File: config.mk
export PLATFORM = sky130hd
export DESIGN_NAME = khc_update
export DESIGN_NICKNAME = d
export VERILOG_FILES = /design/src/hw/rtl/khc_pkg.sv /design/src/hw/rtl/khc_update.sv
export SDC_FILE = /design/constraint.sdc
export NUM_CORES = 1
export LEC_CHECK = 0
export ABC_AREA = 0
export ABC_CLOCK_PERIOD_IN_PS = 12600
export CORE_MARGIN = 2
export CORE_UTILIZATION = 41
export DETAILED_ROUTE_END_ITERATION = 16
export DONT_BUFFER_PORTS = 1
export PLACE_DENSITY = 0.58
export SYNTH_ARGS = -nofsm -noshare
export SYNTH_HDL_FRONTEND = slang
export SYNTH_SLANG_ARGS = --single-unit
File: constraint.sdc
create_clock -name clk -period 12.6 [get_ports clk]
set_clock_uncertainty 0.05 [all_clocks]
set_input_delay 1.89 -clock clk [delete_from_list [all_inputs] [get_ports clk]]
set_output_delay 1.89 -clock clk [all_outputs]
set_load 0.005 [all_outputs]
File: src/hw/rtl/khc_pkg.sv
// Shared constants and types of the keyed histogram counter.
`timescale 1ns / 1ps
`default_nettype none

package khc_pkg;

  localparam int NUM_BINS_DEFAULT = 4096;
  localparam int COUNT_W          = 31;
  localparam int KEY_W            = 32;
  localparam int CFG_W            = 13;

  localparam logic [CFG_W-1:0] BINS_IN_USE_RESET = 13'd4096;

  // Opcode codes carried in the input tuser bit.
  localparam logic OP_COUNT = 1'b0;
  localparam logic OP_READ  = 1'b1;

  // Control bits of the item held in the update stage.
  typedef struct packed {
    logic opcode;
    logic key_error;
  } item_t;

endpackage

`default_nettype wire

File: src/hw/rtl/khc_update.sv
// Update stage: forwards the last write, increments with saturation, writes back.
`timescale 1ns / 1ps
`default_nettype none

module khc_update #(
  parameter int AW = $clog2(khc_pkg::NUM_BINS_DEFAULT)
) (
  input  wire logic                        clk,
  input  wire logic                        rst,
  input  wire logic                        load,
  input  wire khc_pkg::item_t              load_item,
  input  wire logic [AW-1:0]               load_addr,
  input  wire logic                        adv,
  input  wire logic [khc_pkg::COUNT_W-1:0] rdata,
  output logic                             busy,
  output khc_pkg::item_t                   item,
  output logic      [khc_pkg::COUNT_W-1:0] result,
  output logic                             we,
  output logic      [AW-1:0]               waddr,
  output logic      [khc_pkg::COUNT_W-1:0] wdata
);

  logic [AW-1:0]               addr;
  logic                        fwd_valid;
  logic [AW-1:0]               fwd_addr;
  logic [khc_pkg::COUNT_W-1:0] fwd_data;
  logic [khc_pkg::COUNT_W-1:0] cur;
  logic [khc_pkg::COUNT_W-1:0] incr;
  logic                        is_count;

  always_ff @(posedge clk) begin
    if (rst) begin
      busy <= 1'b0;
    end else if (load) begin
      busy <= 1'b1;
    end else if (adv) begin
      busy <= 1'b0;
    end
  end

  always_ff @(posedge clk) begin
    if (load) begin
      item <= load_item;
      addr <= load_addr;
    end
  end

  // The read of this item was issued at the edge that wrote the previous
  // item's count, so that one write is taken from here instead of the store.
  always_ff @(posedge clk) begin
    if (rst) begin
      fwd_valid <= 1'b0;
    end else if (adv) begin
      fwd_valid <= we;
    end
  end

  always_ff @(posedge clk) begin
    if (we) begin
      fwd_addr <= waddr;
      fwd_data <= wdata;
    end
  end

  always_comb begin
    cur      = (fwd_valid && fwd_addr == addr) ? fwd_data : rdata;
    incr     = (&cur) ? cur : cur + khc_pkg::COUNT_W'(1);
    is_count = (item.opcode == khc_pkg::OP_COUNT);
    if (item.key_error) begin
      result = '0;
    end else if (is_count) begin
      result = incr;
    end else begin
      result = cur;
    end
    we    = busy && adv && !item.key_error && is_count;
    waddr = addr;
    wdata = incr;
  end

endmodule

`default_nettype wire

==> flow_results.xml, run 1 <==
<?xml version="1.0" encoding="UTF-8"?>
<metrics>
  <group name="status">
    <metric name="outcome" unit="">finished, final reports clean</metric>
  </group>
  <group name="yosys">
    <metric name="postSynth.asyncResetShare" unit="%">0</metric>
    <metric name="avgSynthCellArea" unit="um2">9.689</metric>
    <metric name="synth-main-ff-cell" unit="">edfxtp_1</metric>
    <metric name="synth_warnings" unit="">0</metric>
    <metric name="synth_cell_types" unit="">51</metric>
    <metric name="synth.yosys.seq_area_share" unit="%">38.30</metric>
    <metric name="synth_edf_count" unit="">57</metric>
    <metric name="syn-instance-count" unit="">472</metric>
    <metric name="mappedNetlistArea" unit="um2">4573</metric>
    <metric name="synth-seq-cells" unit="">59</metric>
    <metric name="synth_fp_nets" unit="">522</metric>
  </group>
  <group name="final_layout">
    <metric name="finish.cell_count_without_fillers" unit="">612</metric>
    <metric name="final-seq-area" unit="um2">1752</metric>
    <metric name="multi_input_area" unit="um2">2704</metric>
    <metric name="area_growth" unit="%">7.633</metric>
    <metric name="antenna_cells" unit="">0</metric>
    <metric name="drive_above_1_share" unit="%">10.38</metric>
    <metric name="num-nets-final" unit="">517</metric>
    <metric name="filler_cell_count" unit="">1039</metric>
    <metric name="layout.core_utilization" unit="%">45.41</metric>
  </group>
  <group name="die">
    <metric name="initial_core_util" unit="%">42.19</metric>
    <metric name="floorplan.core_area" unit="um2">10840</metric>
    <metric name="core.rowCount" unit="">38</metric>
    <metric name="design.die.area" unit="um2">12010</metric>
    <metric name="num_io_pins" unit="">127</metric>
    <metric name="die_width" unit="um">109.6</metric>
    <metric name="floorplan.die.height" unit="um">109.6</metric>
  </group>
  <group name="clock_tree">
    <metric name="tritoncts" unit="">done</metric>
    <metric name="sinks_on_the_clock_net" unit="">59</metric>
    <metric name="insertion_delay" unit="ps">380</metric>
    <metric name="ctsHtreeMaxLevel" unit="">3</metric>
    <metric name="cts_inserted_buffers" unit="">9</metric>
    <metric name="post_cts_hold_buffer_count" unit="">0</metric>
    <metric name="cts-root-buf" unit="">clkbuf_8</metric>
    <metric name="cts-resized-gates" unit="">0</metric>
    <metric name="cts_post_setup_buffers_inserted" unit="">0</metric>
    <metric name="clock_slew_at_reported_path_ffs" unit="ps">80</metric>
    <metric name="clock_path_buffers" unit="">2</metric>
  </group>
  <group name="drt">
    <metric name="drt.antenna.violating_nets" unit="">0</metric>
    <metric name="drcViolationCount" unit="">0</metric>
    <metric name="num_vias" unit="">3880</metric>
    <metric name="detailedRoute.firstPassIterationCount" unit="">6</metric>
    <metric name="avgViaCountPerCell" unit="">6.340</metric>
    <metric name="number_of_drc_markers_in_iteration_0" unit="">342</metric>
    <metric name="routed_wire_length_per_instance" unit="um">23.26</metric>
    <metric name="drt_wl_total" unit="um">14240</metric>
  </group>
  <group name="global_routing">
    <metric name="grt_max_degree" unit="">51</metric>
    <metric name="initial_antenna_violation_count" unit="">0</metric>
    <metric name="overflow" unit="">0</metric>
    <metric name="first_global_vias" unit="">3696</metric>
    <metric name="wire_length_of_the_first_global_routing_pass" unit="um">21590</metric>
    <metric name="grt_util_all_layers" unit="%">24.28</metric>
  </group>
  <group name="power">
    <metric name="power.combinational.fraction" unit="%">10.2</metric>
    <metric name="power_density" unit="nW/um2">98.23</metric>
    <metric name="power_switching" unit="uW">129.6</metric>
    <metric name="seq_power_share" unit="%">47.6</metric>
    <metric name="static-leakage-power" unit="nW">1.502</metric>
    <metric name="intPower" unit="uW">353.9</metric>
    <metric name="power.share.clock" unit="%">42.2</metric>
    <metric name="ir_worst_vdd" unit="mV">0.07606</metric>
    <metric name="sw_frac_of_total" unit="%">26.81</metric>
  </group>
  <group name="placed_design">
    <metric name="numPlacedInstances" unit="">596</metric>
    <metric name="place_worst_setup_slack" unit="ps">6207</metric>
    <metric name="dp.final_hpwl" unit="um">10470</metric>
    <metric name="numPortBuffers" unit="">0</metric>
    <metric name="gp_routability_congestion" unit="">0.9363</metric>
  </group>
  <group name="worst_setup_path">
    <metric name="regToRegSetupSlack" unit="ps">8030</metric>
    <metric name="crit_path_top_delay_cell" unit="">buf_4</metric>
    <metric name="cp_data_arrival_time" unit="ps">4860</metric>
    <metric name="nature_of_the_critical_path_endpoint" unit="">primary output</metric>
    <metric name="timing.critical_path.cells" unit="">xnor2_1 &gt; nand4_1 &gt; nor4_4 &gt; buf_4 &gt; mux2i_1 &gt; inv_1 &gt; ha_1 &gt; nand3_1 &gt; or3_4 &gt; nor3_1 &gt; mux2_4 &gt; o21ai_1 &gt; a211oi_1</metric>
    <metric name="worst-setup-path-type" unit="">register to primary output</metric>
    <metric name="required" unit="ps">10660</metric>
    <metric name="crit_path_max_incr_delay" unit="ps">650</metric>
    <metric name="critPathLaunchType" unit="">register</metric>
    <metric name="cp_max_fo" unit="">50</metric>
  </group>
  <group name="worst_hold_path">
    <metric name="worstHoldPathType" unit="">register to register</metric>
  </group>
  <group name="timing">
    <metric name="setup_ws" unit="ps">5802</metric>
    <metric name="post-route-period-util" unit="%">53.95</metric>
    <metric name="grt_setup_unrepaired" unit="">false</metric>
    <metric name="timing.final.max_slew_violations" unit="">0</metric>
    <metric name="tightest_slew" unit="ps">786.6</metric>
    <metric name="relSlewSlack" unit="%">47.08</metric>
    <metric name="fin_crit" unit="ps">6798</metric>
    <metric name="setup_total_negative_slack" unit="ps">0</metric>
    <metric name="finalSetupViolations" unit="">0</metric>
    <metric name="fmax" unit="MHz">147.1</metric>
    <metric name="hold_violation_total_from_the_final_report" unit="">0</metric>
    <metric name="fin_hold_ws" unit="ps">479.2</metric>
  </group>
  <group name="run">
    <metric name="timing.max_cap.violations" unit="">0</metric>
  </group>
</metrics>
## cell usage in the layout (no fill, tap or decap), types with 6 or more instances in the layout
master | synthesis | layout
buf_4 | 3 | 6
inv_1 | 6 | 6
nor4_1 | 20 | 20
and4_1 | 10 | 10
nand2_1 | 39 | 39
a21oi_1 | 11 | 11
nor2_1 | 29 | 29
mux2i_1 | 47 | 47
mux2_2 | 19 | 19
and3_1 | 13 | 13
edfxtp_1 | 57 | 57
nand4_1 | 22 | 22
o31a_1 | 12 | 12
xnor2_1 | 31 | 31
nor2b_1 | 10 | 10
clkbuf_8 | 0 | 9
nand3_1 | 21 | 21
xor2_1 | 11 | 11
nor3_1 | 39 | 38
## sequential cells by signal (all words and copies together) (netlist names)
register,cells
fwd_addr,12
fwd_valid,1
fwd_data,31
item,2
busy,1
waddr,12
## metal layers
metal | track usage, % | routed length [um] | vias up
met5 | 0 | 0 | -
met4 | 10.04 | 330 | 0
met3 | 8.358 | 1397 | 23
met2 | 35.76 | 6355 | 161
met1 | 32.44 | 6155 | 1881
li1 | - | - | 1815
## worst max-delay path: cells and delay by family (launching register included)
family	cells	cell delay, ps
and+or+nand+nor	5	1380
muxes	2	790
buffers and inverters	2	760
AOI/OAI and AO/OA	2	570
DFF	1	450
adders and majority gates	1	290
xor gates and xnor gates	1	180
## power by group through the flow
| stage | registers, mW | clock network [mW] | logic, mW |
|---|---|---|---|
| finish | 0.230 | 0.204 | 0.0493 |
| global route | 0.231 | 0.215 | 0.0547 |
| CTS | 0.230 | 0.208 | 0.0497 |
| detailed placement | 0.235 | 0 | 0.0495 |
| global placement | 0.234 | 0 | 0.0486 |
| floorplan | 0.232 | 0 | 0.0387 |
## layout make-up
class	count	share of cell area [%]
clock buffers	9	2.517
flip-flops and latches	59	35.59
well taps	140	3.559
inverters	6	0.4575
repair buffers	6	0.9151
multi-input cells	385	54.93
clock inverters	7	2.034
## synth_stat cells (2+ instances only)
library cell	instances	area (um2)
buf_2	6	30.03
o21a_1	5	37.54
and3_1	13	81.33
dfxtp_1	2	40.04
nand2_1	39	146.4
a21oi_1	11	55.05
nor2_1	29	108.9
nor3b_1	4	30.03
or3_1	5	31.28
nand3_1	21	105.1
mux2_2	19	214.0
a21boi_1	3	22.52
and4_1	10	87.58
mux2i_1	47	470.5
nor4_1	20	125.1
xor2_1	11	96.34
or4_1	4	30.03
edfxtp_1	57	1712
nand4_1	22	137.6
xnor2_1	31	271.5
a211oi_1	3	22.52
buf_1	2	7.510
inv_1	6	22.52
buf_4	3	22.52
a21boi_0	2	15.01
nor3_1	39	195.2
clkbuf_1	10	37.54
o31a_1	12	105.1
o21ai_0	5	25.02
nor2b_1	10	62.56
## path summary, 6_finish.rpt
path                  from           end  depth (start not counted)
setup reg to reg  waddr[8]  fwd_data[11]                         13
hold / removal    waddr[5]   fwd_addr[5]                          0
hold reg to reg   waddr[5]   fwd_addr[5]                          0
setup / recovery  waddr[8]    result[25]                         13
## logic make-up (layout without fill, tap and decap cells)
group | Yosys count | after routing | share of synthesized area [%]
AND/OR/NAND/NOR | 226 | 226 | 27.47
multiplexers | 68 | 68 | 15.54
flip-flops | 59 | 59 | 38.30
AO/OA/AOI/OAI | 48 | 48 | 7.496
XOR/XNOR | 42 | 42 | 8.044
buffers and inverters | 28 | 28 | 2.873
adder cells (fa/ha/maj) | 1 | 1 | 0.2736
## metrics by stage
step,power (mW),area (um2)
final,0.4835,4922
after global routing,0.5007,4922
after CTS,0.4879,4922
after detailed placement,0.2841,4698
after global placement,0.2828,4698
after floorplan,0.2705,4573
Note: power is estimated with default switching activity, not from simulation.
==> run 2, diff against run 1 <==
--- a/config.mk
+++ b/config.mk
@@ -6,7 +6,7 @@
 export NUM_CORES = 1
 export LEC_CHECK = 0
 export ABC_AREA = 0
-export ABC_CLOCK_PERIOD_IN_PS = 12600
+export ABC_CLOCK_PERIOD_IN_PS = 6400
 export CORE_MARGIN = 2
 export CORE_UTILIZATION = 41
 export DETAILED_ROUTE_END_ITERATION = 16
==> constraint.sdc (replaced) <==
create_clock -name clk -period 6.4 [get_ports clk]
set_clock_uncertainty 0.05 [all_clocks]
set_input_delay 0.96 -clock clk [delete_from_list [all_inputs] [get_ports clk]]
set_output_delay 0.96 -clock clk [all_outputs]
set_load 0.005 [all_outputs]
==> run 2 against run 1 <==
- register-to-register slack lost 5700 ps
- non-clock buffer count is 1 higher
- cell area decreased by 0.61%
- hold slack better by 5.3 ps
- combinational power is 95% higher
- final cell count grew 0.16%
- via count up 0.54%
- wire length shrank 0.57%
==> flow_results.xml, run 2 (synthesis gave the netlist of run 1 again) <==
<?xml version="1.0" encoding="UTF-8"?>
<metrics>
  <group name="clock_tree">
    <metric name="sinks_on_the_clock_net" unit="">59</metric>
    <metric name="clock_path_buffers" unit="">2</metric>
    <metric name="ctsHtreeMaxLevel" unit="">3</metric>
    <metric name="tritoncts" unit="">done</metric>
    <metric name="cts-root-buf" unit="">clkbuf_8</metric>
    <metric name="insertion_delay" unit="ps">380</metric>
    <metric name="cts_inserted_buffers" unit="">9</metric>
    <metric name="cts-resized-gates" unit="">0</metric>
    <metric name="clock_slew_at_reported_path_ffs" unit="ps">80</metric>
    <metric name="cts_post_setup_buffers_inserted" unit="">0</metric>
    <metric name="post_cts_hold_buffer_count" unit="">0</metric>
  </group>
  <group name="final_layout">
    <metric name="filler_cell_count" unit="">1051</metric>
    <metric name="finish.cell_count_without_fillers" unit="">613</metric>
    <metric name="most_used_cells_in_the_layout_excluding_fill_and_tap_cells" unit="">57 x edfxtp_1, 47 x mux2i_1, 39 x nand2_1, 38 x nor3_1, 31 x xnor2_1</metric>
    <metric name="drive_above_1_share" unit="%">10.57</metric>
    <metric name="largest_reg_flops" unit="">31</metric>
    <metric name="max_flop_register" unit="">fwd_data</metric>
    <metric name="final_common_cell" unit="">edfxtp_1</metric>
    <metric name="antenna_cells" unit="">0</metric>
    <metric name="num-nets-final" unit="">518</metric>
    <metric name="area_growth" unit="%">6.977</metric>
  </group>
  <group name="drt">
    <metric name="drt.antenna.violating_nets" unit="">0</metric>
    <metric name="avgViaCountPerCell" unit="">6.364</metric>
    <metric name="drt_wl_total" unit="um">14160</metric>
    <metric name="detailedRoute.firstPassIterationCount" unit="">5</metric>
    <metric name="number_of_drc_markers_in_iteration_0" unit="">310</metric>
    <metric name="num_vias" unit="">3901</metric>
    <metric name="drcViolationCount" unit="">0</metric>
    <metric name="routed_wire_length_per_instance" unit="um">23.09</metric>
  </group>
  <group name="worst_hold_path">
    <metric name="worstHoldPathType" unit="">register to register</metric>
  </group>
  <group name="die">
    <metric name="design.die.area" unit="um2">12010</metric>
    <metric name="initial_core_util" unit="%">42.19</metric>
    <metric name="floorplan.die.height" unit="um">109.6</metric>
    <metric name="die_width" unit="um">109.6</metric>
    <metric name="core.rowCount" unit="">38</metric>
    <metric name="num_io_pins" unit="">127</metric>
    <metric name="floorplan.core_area" unit="um2">10840</metric>
  </group>
  <group name="worst_setup_path">
    <metric name="regToRegSetupSlack" unit="ps">2320</metric>
    <metric name="worst-setup-path-type" unit="">register to primary output</metric>
    <metric name="cp_data_arrival_time" unit="ps">4300</metric>
    <metric name="required" unit="ps">5390</metric>
    <metric name="cp_max_fo" unit="">36</metric>
    <metric name="critPathLaunchType" unit="">register</metric>
    <metric name="nature_of_the_critical_path_endpoint" unit="">primary output</metric>
  </group>
  <group name="timing">
    <metric name="fmax" unit="MHz">188.2</metric>
    <metric name="grt_setup_unrepaired" unit="">false</metric>
    <metric name="fin_crit" unit="ps">5312</metric>
    <metric name="relSlewSlack" unit="%">44.57</metric>
    <metric name="hold_violation_total_from_the_final_report" unit="">0</metric>
    <metric name="finalSetupViolations" unit="">0</metric>
    <metric name="tightest_slew" unit="ps">823.8</metric>
    <metric name="setup_total_negative_slack" unit="ps">0</metric>
    <metric name="timing.final.max_slew_violations" unit="">0</metric>
    <metric name="post-route-period-util" unit="%">83.00</metric>
    <metric name="fin_hold_ws" unit="ps">484.6</metric>
  </group>
  <group name="power">
    <metric name="power_density" unit="nW/um2">180.6</metric>
    <metric name="static-leakage-power" unit="nW">1.479</metric>
    <metric name="ir_worst_vdd" unit="mV">0.1227</metric>
  </group>
  <group name="global_routing">
    <metric name="overflow" unit="">0</metric>
    <metric name="initial_antenna_violation_count" unit="">0</metric>
    <metric name="grt_max_degree" unit="">45</metric>
    <metric name="grt_util_all_layers" unit="%">23.88</metric>
    <metric name="wire_length_of_the_first_global_routing_pass" unit="um">21270</metric>
    <metric name="first_global_vias" unit="">3765</metric>
  </group>
  <group name="run">
    <metric name="timing.max_cap.violations" unit="">0</metric>
  </group>
  <group name="placed_design">
    <metric name="numPortBuffers" unit="">0</metric>
    <metric name="dp.final_hpwl" unit="um">10540</metric>
    <metric name="gp_routability_congestion" unit="">0.8918</metric>
    <metric name="numPlacedInstances" unit="">597</metric>
  </group>
  <group name="status">
    <metric name="outcome" unit="">finished, final reports clean</metric>
  </group>
</metrics>
==> run 2: cell type report <==
type | count | area, um2 | area share [%]
Multi-Input combinational cell | 385 | 2704 | 55.27
Clock buffer | 10 | 137.6 | 2.813
Sequential cell | 59 | 1752 | 35.81
Timing Repair Buffer | 7 | 52.55 | 1.074
Tap cell | 140 | 175.2 | 3.581
Inverter | 6 | 22.52 | 0.4604
Clock inverter | 6 | 48.80 | 0.9974
==> run 2: report_power, final <==
group	total [mW]	internal, mW	switching [mW]	leakage (nW)
logic	0.0959	0.0361	0.0599	0.851
registers	0.454	0.439	0.0158	0.542
clock network	0.333	0.154	0.179	0.0855
total	0.883	0.629	0.255	1.48
==> run 2: metal layers <==
metal	share of wire, %	global-route usage (%)	vias to the layer above
li1	-	-	1817
met1	43	32.21	1874
met2	45	36.07	189
met3	9.9	7.054	21
met4	2.0	9.132	0
met5	0	0	-
==> run 2: critical path, cell delays in order (launching register included) <==
cell	delay (ps)
edfxtp_1	460
xnor2_1	200
nand4_1	200
nor4_4	320
buf_4	270
mux2i_1	170
inv_1	90
ha_1	290
nand3_1	160
or3_4	360
nor3_1	370
mux2_4	490
o21ai_1	130
a211oi_1	380
==> run 2: through the flow <==
step	setup slack, ps	power [mW]	utilization (%)	area (um2)
3_3_place_gp	1637	0.5569	43.41	4706
4_1_cts	1106	0.8921	45.13	4892
5_1_grt	824.5	0.9149	45.13	4892
2_1_floorplan	1304	0.5326	-	4573
6_report	1088	0.8834	45.13	4892
3_5_place_dp	1540	0.5598	43.41	4706
==> run 2: worst paths after layout <==
check / from / to / depth (start not counted)
setup / recovery: waddr[2] / result[25] / 13
hold reg to reg: waddr[7] / fwd_addr[7] / 0
hold / removal: waddr[7] / fwd_addr[7] / 0
setup reg to reg: waddr[2] / fwd_data[29] / 13
==> run 3, diff against run 2 <==
--- a/config.mk
+++ b/config.mk
@@ -6,7 +6,7 @@
 export NUM_CORES = 1
 export LEC_CHECK = 0
 export ABC_AREA = 0
-export ABC_CLOCK_PERIOD_IN_PS = 6400
+export ABC_CLOCK_PERIOD_IN_PS = 5400
 export CORE_MARGIN = 2
 export CORE_UTILIZATION = 41
 export DETAILED_ROUTE_END_ITERATION = 16
==> constraint.sdc (replaced) <==
create_clock -name clk -period 5.4 [get_ports clk]
set_clock_uncertainty 0.05 [all_clocks]
set_input_delay 0.81 -clock clk [delete_from_list [all_inputs] [get_ports clk]]
set_output_delay 0.81 -clock clk [all_outputs]
set_load 0.005 [all_outputs]
==> run 3 against run 2 <==
- combinational power up 19%
- worst setup slack worse by 810 ps
- critical path depth up 1
- power up 17%
- register-to-register slack worse by 860 ps
- via count down 0.74%
- count of clock-buffer cells in the layout down 1
- critical path type unchanged
- critical endpoint is now result[24]
- largest power group unchanged
==> flow_results.xml, run 3 (synthesis gave the netlist of run 1 again) <==
<?xml version="1.0" encoding="UTF-8"?>
<metrics>
  <group name="global_routing">
    <metric name="grt_util_all_layers" unit="%">23.54</metric>
    <metric name="first_global_vias" unit="">3752</metric>
    <metric name="overflow" unit="">0</metric>
    <metric name="initial_antenna_violation_count" unit="">0</metric>
    <metric name="grt_max_degree" unit="">45</metric>
    <metric name="wire_length_of_the_first_global_routing_pass" unit="um">20960</metric>
  </group>
  <group name="status">
    <metric name="outcome" unit="">finished, final reports clean</metric>
  </group>
  <group name="timing">
    <metric name="fin_crit" unit="ps">5125</metric>
    <metric name="relSlewSlack" unit="%">41.48</metric>
    <metric name="hold_violation_total_from_the_final_report" unit="">0</metric>
    <metric name="setup_total_negative_slack" unit="ps">0</metric>
    <metric name="grt_setup_unrepaired" unit="">false</metric>
    <metric name="finalSetupViolations" unit="">0</metric>
    <metric name="timing.final.max_slew_violations" unit="">0</metric>
    <metric name="post-route-period-util" unit="%">94.91</metric>
    <metric name="tightest_slew" unit="ps">877.8</metric>
    <metric name="fmax" unit="MHz">195.1</metric>
  </group>
  <group name="final_layout">
    <metric name="multi_input_area" unit="um2">2720</metric>
    <metric name="max_flop_register" unit="">fwd_data</metric>
    <metric name="antenna_cells" unit="">0</metric>
    <metric name="num-nets-final" unit="">520</metric>
    <metric name="final-seq-area" unit="um2">1752</metric>
    <metric name="area_growth" unit="%">7.278</metric>
    <metric name="drive_above_1_share" unit="%">10.95</metric>
    <metric name="largest_reg_flops" unit="">31</metric>
    <metric name="most_used_cells_in_the_layout_excluding_fill_and_tap_cells" unit="">57 x edfxtp_1, 47 x mux2i_1, 39 x nand2_1, 37 x nor3_1, 31 x xnor2_1</metric>
    <metric name="filler_cell_count" unit="">1057</metric>
    <metric name="final_common_cell" unit="">edfxtp_1</metric>
  </group>
  <group name="worst_hold_path">
    <metric name="worstHoldPathType" unit="">input port to register</metric>
    <metric name="min_from" unit="">rst</metric>
  </group>
  <group name="clock_tree">
    <metric name="tritoncts" unit="">done</metric>
    <metric name="post_cts_hold_buffer_count" unit="">0</metric>
    <metric name="insertion_delay" unit="ps">380</metric>
    <metric name="sinks_on_the_clock_net" unit="">59</metric>
    <metric name="ctsHtreeMaxLevel" unit="">3</metric>
    <metric name="cts_inserted_buffers" unit="">9</metric>
    <metric name="cts-resized-gates" unit="">0</metric>
    <metric name="clock_path_buffers" unit="">2</metric>
    <metric name="cts_post_setup_buffers_inserted" unit="">0</metric>
    <metric name="cts-root-buf" unit="">clkbuf_8</metric>
    <metric name="clock_slew_at_reported_path_ffs" unit="ps">70</metric>
  </group>
  <group name="die">
    <metric name="num_io_pins" unit="">127</metric>
    <metric name="floorplan.die.height" unit="um">109.6</metric>
    <metric name="die_width" unit="um">109.6</metric>
    <metric name="floorplan.core_area" unit="um2">10840</metric>
    <metric name="core.rowCount" unit="">38</metric>
    <metric name="initial_core_util" unit="%">42.19</metric>
    <metric name="design.die.area" unit="um2">12010</metric>
  </group>
  <group name="power">
    <metric name="power.share.clock" unit="%">37.1</metric>
    <metric name="power_switching" unit="uW">304.9</metric>
    <metric name="power_density" unit="nW/um2">211.0</metric>
    <metric name="sw_frac_of_total" unit="%">29.45</metric>
    <metric name="post-layout-total-power" unit="mW">1.035</metric>
    <metric name="power.combinational.fraction" unit="%">11.0</metric>
    <metric name="seq_power_share" unit="%">51.9</metric>
    <metric name="static-leakage-power" unit="nW">1.484</metric>
    <metric name="ir_worst_vdd" unit="mV">0.1543</metric>
    <metric name="intPower" unit="uW">730.3</metric>
  </group>
  <group name="worst_setup_path">
    <metric name="reg2reg_from" unit="">waddr[7]</metric>
    <metric name="critPathLaunchType" unit="">register</metric>
    <metric name="worst-setup-path-type" unit="">register to primary output</metric>
    <metric name="startpoint" unit="">waddr[7]</metric>
    <metric name="nature_of_the_critical_path_endpoint" unit="">primary output</metric>
    <metric name="required" unit="ps">4540</metric>
    <metric name="cp_data_arrival_time" unit="ps">4270</metric>
    <metric name="cp_max_fo" unit="">11</metric>
    <metric name="regToRegSetupSlack" unit="ps">1460</metric>
  </group>
  <group name="drt">
    <metric name="number_of_drc_markers_in_iteration_0" unit="">250</metric>
    <metric name="num_vias" unit="">3872</metric>
    <metric name="routed_wire_length_per_instance" unit="um">22.98</metric>
    <metric name="drt_wl_total" unit="um">14130</metric>
    <metric name="detailedRoute.firstPassIterationCount" unit="">5</metric>
    <metric name="drcViolationCount" unit="">0</metric>
    <metric name="drt.antenna.violating_nets" unit="">0</metric>
    <metric name="avgViaCountPerCell" unit="">6.296</metric>
  </group>
  <group name="placed_design">
    <metric name="gp_routability_congestion" unit="">0.9313</metric>
    <metric name="dp.final_hpwl" unit="um">10180</metric>
    <metric name="numPortBuffers" unit="">0</metric>
  </group>
  <group name="run">
    <metric name="timing.max_cap.violations" unit="">0</metric>
  </group>
</metrics>
[run 3: changes by cell type in the layout (fill, tap and decap cells not counted), sizes merged]
cell / before / now
clkbuf: 10 / 9
buf: 7 / 8
clkinv: 1 / 3
mux2: 21 / 22
inv: 8 / 7
[run 3: layout make-up]
type                            instances  share of cell area, %
Multi-Input combinational cell        386                  55.45
Sequential cell                        59                  35.71
Clock buffer                            9                  2.525
Inverter                                6                 0.4591
Timing Repair Buffer                    8                  1.224
Clock inverter                          7                  1.071
Tap cell                              140                  3.571
[run 3: path summary, 6_finish.rpt]
kind | cells after the start | endpoint
min | 1 | busy
min reg2reg | 0 | fwd_addr[8]
max | 14 | result[24]
max reg2reg | 13 | fwd_data[4]
[run 3: worst max-delay path, stage by stage (launching register included)]
cell and delay, ps:
edfxtp_1 450, xnor2_1 190, nand4_1 200, nor4_4 290
buf_4 260, mux2i_1 170, inv_1 90, ha_1 280
nand3_1 160, or3_4 370, or3_1 380, mux2_2 300
and2_0 160, a2111oi_1 390, buf_4 180
[run 3: power by group through the flow]
| stage | sequential (mW) | clock [mW] | combinational, mW |
|---|---|---|---|
| after floorplan | 0.541 | 0 | 0.0903 |
| after global placement | 0.547 | 0 | 0.112 |
| after detailed placement | 0.548 | 0 | 0.114 |
| after CTS | 0.538 | 0.391 | 0.114 |
| after global routing | 0.540 | 0.405 | 0.126 |
| final | 0.538 | 0.384 | 0.114 |
[run 3: routing by layer]
layer / wire length (um) / track usage (%) / vias to the layer above
li1: - / - / 1820
met1: 6134 / 31.40 / 1850
met3: 1374 / 7.232 / 24
met2: 6274 / 35.23 / 178
met4: 350 / 9.946 / 0
met5: 0 / 0 / -
[run 3: metrics by stage]
stage,instances,util (%),hold slack (ps),area (um2),setup WS [ps]
after detailed placement,598,43.48,470.7,4713,638.4
after global placement,598,43.48,464.1,4713,745.9
final,615,45.26,444.3,4906,274.6
after floorplan,472,-,446.1,4573,589.1
after global routing,615,45.26,446.8,4906,30.70
after CTS,614,45.11,434.4,4890,240.9
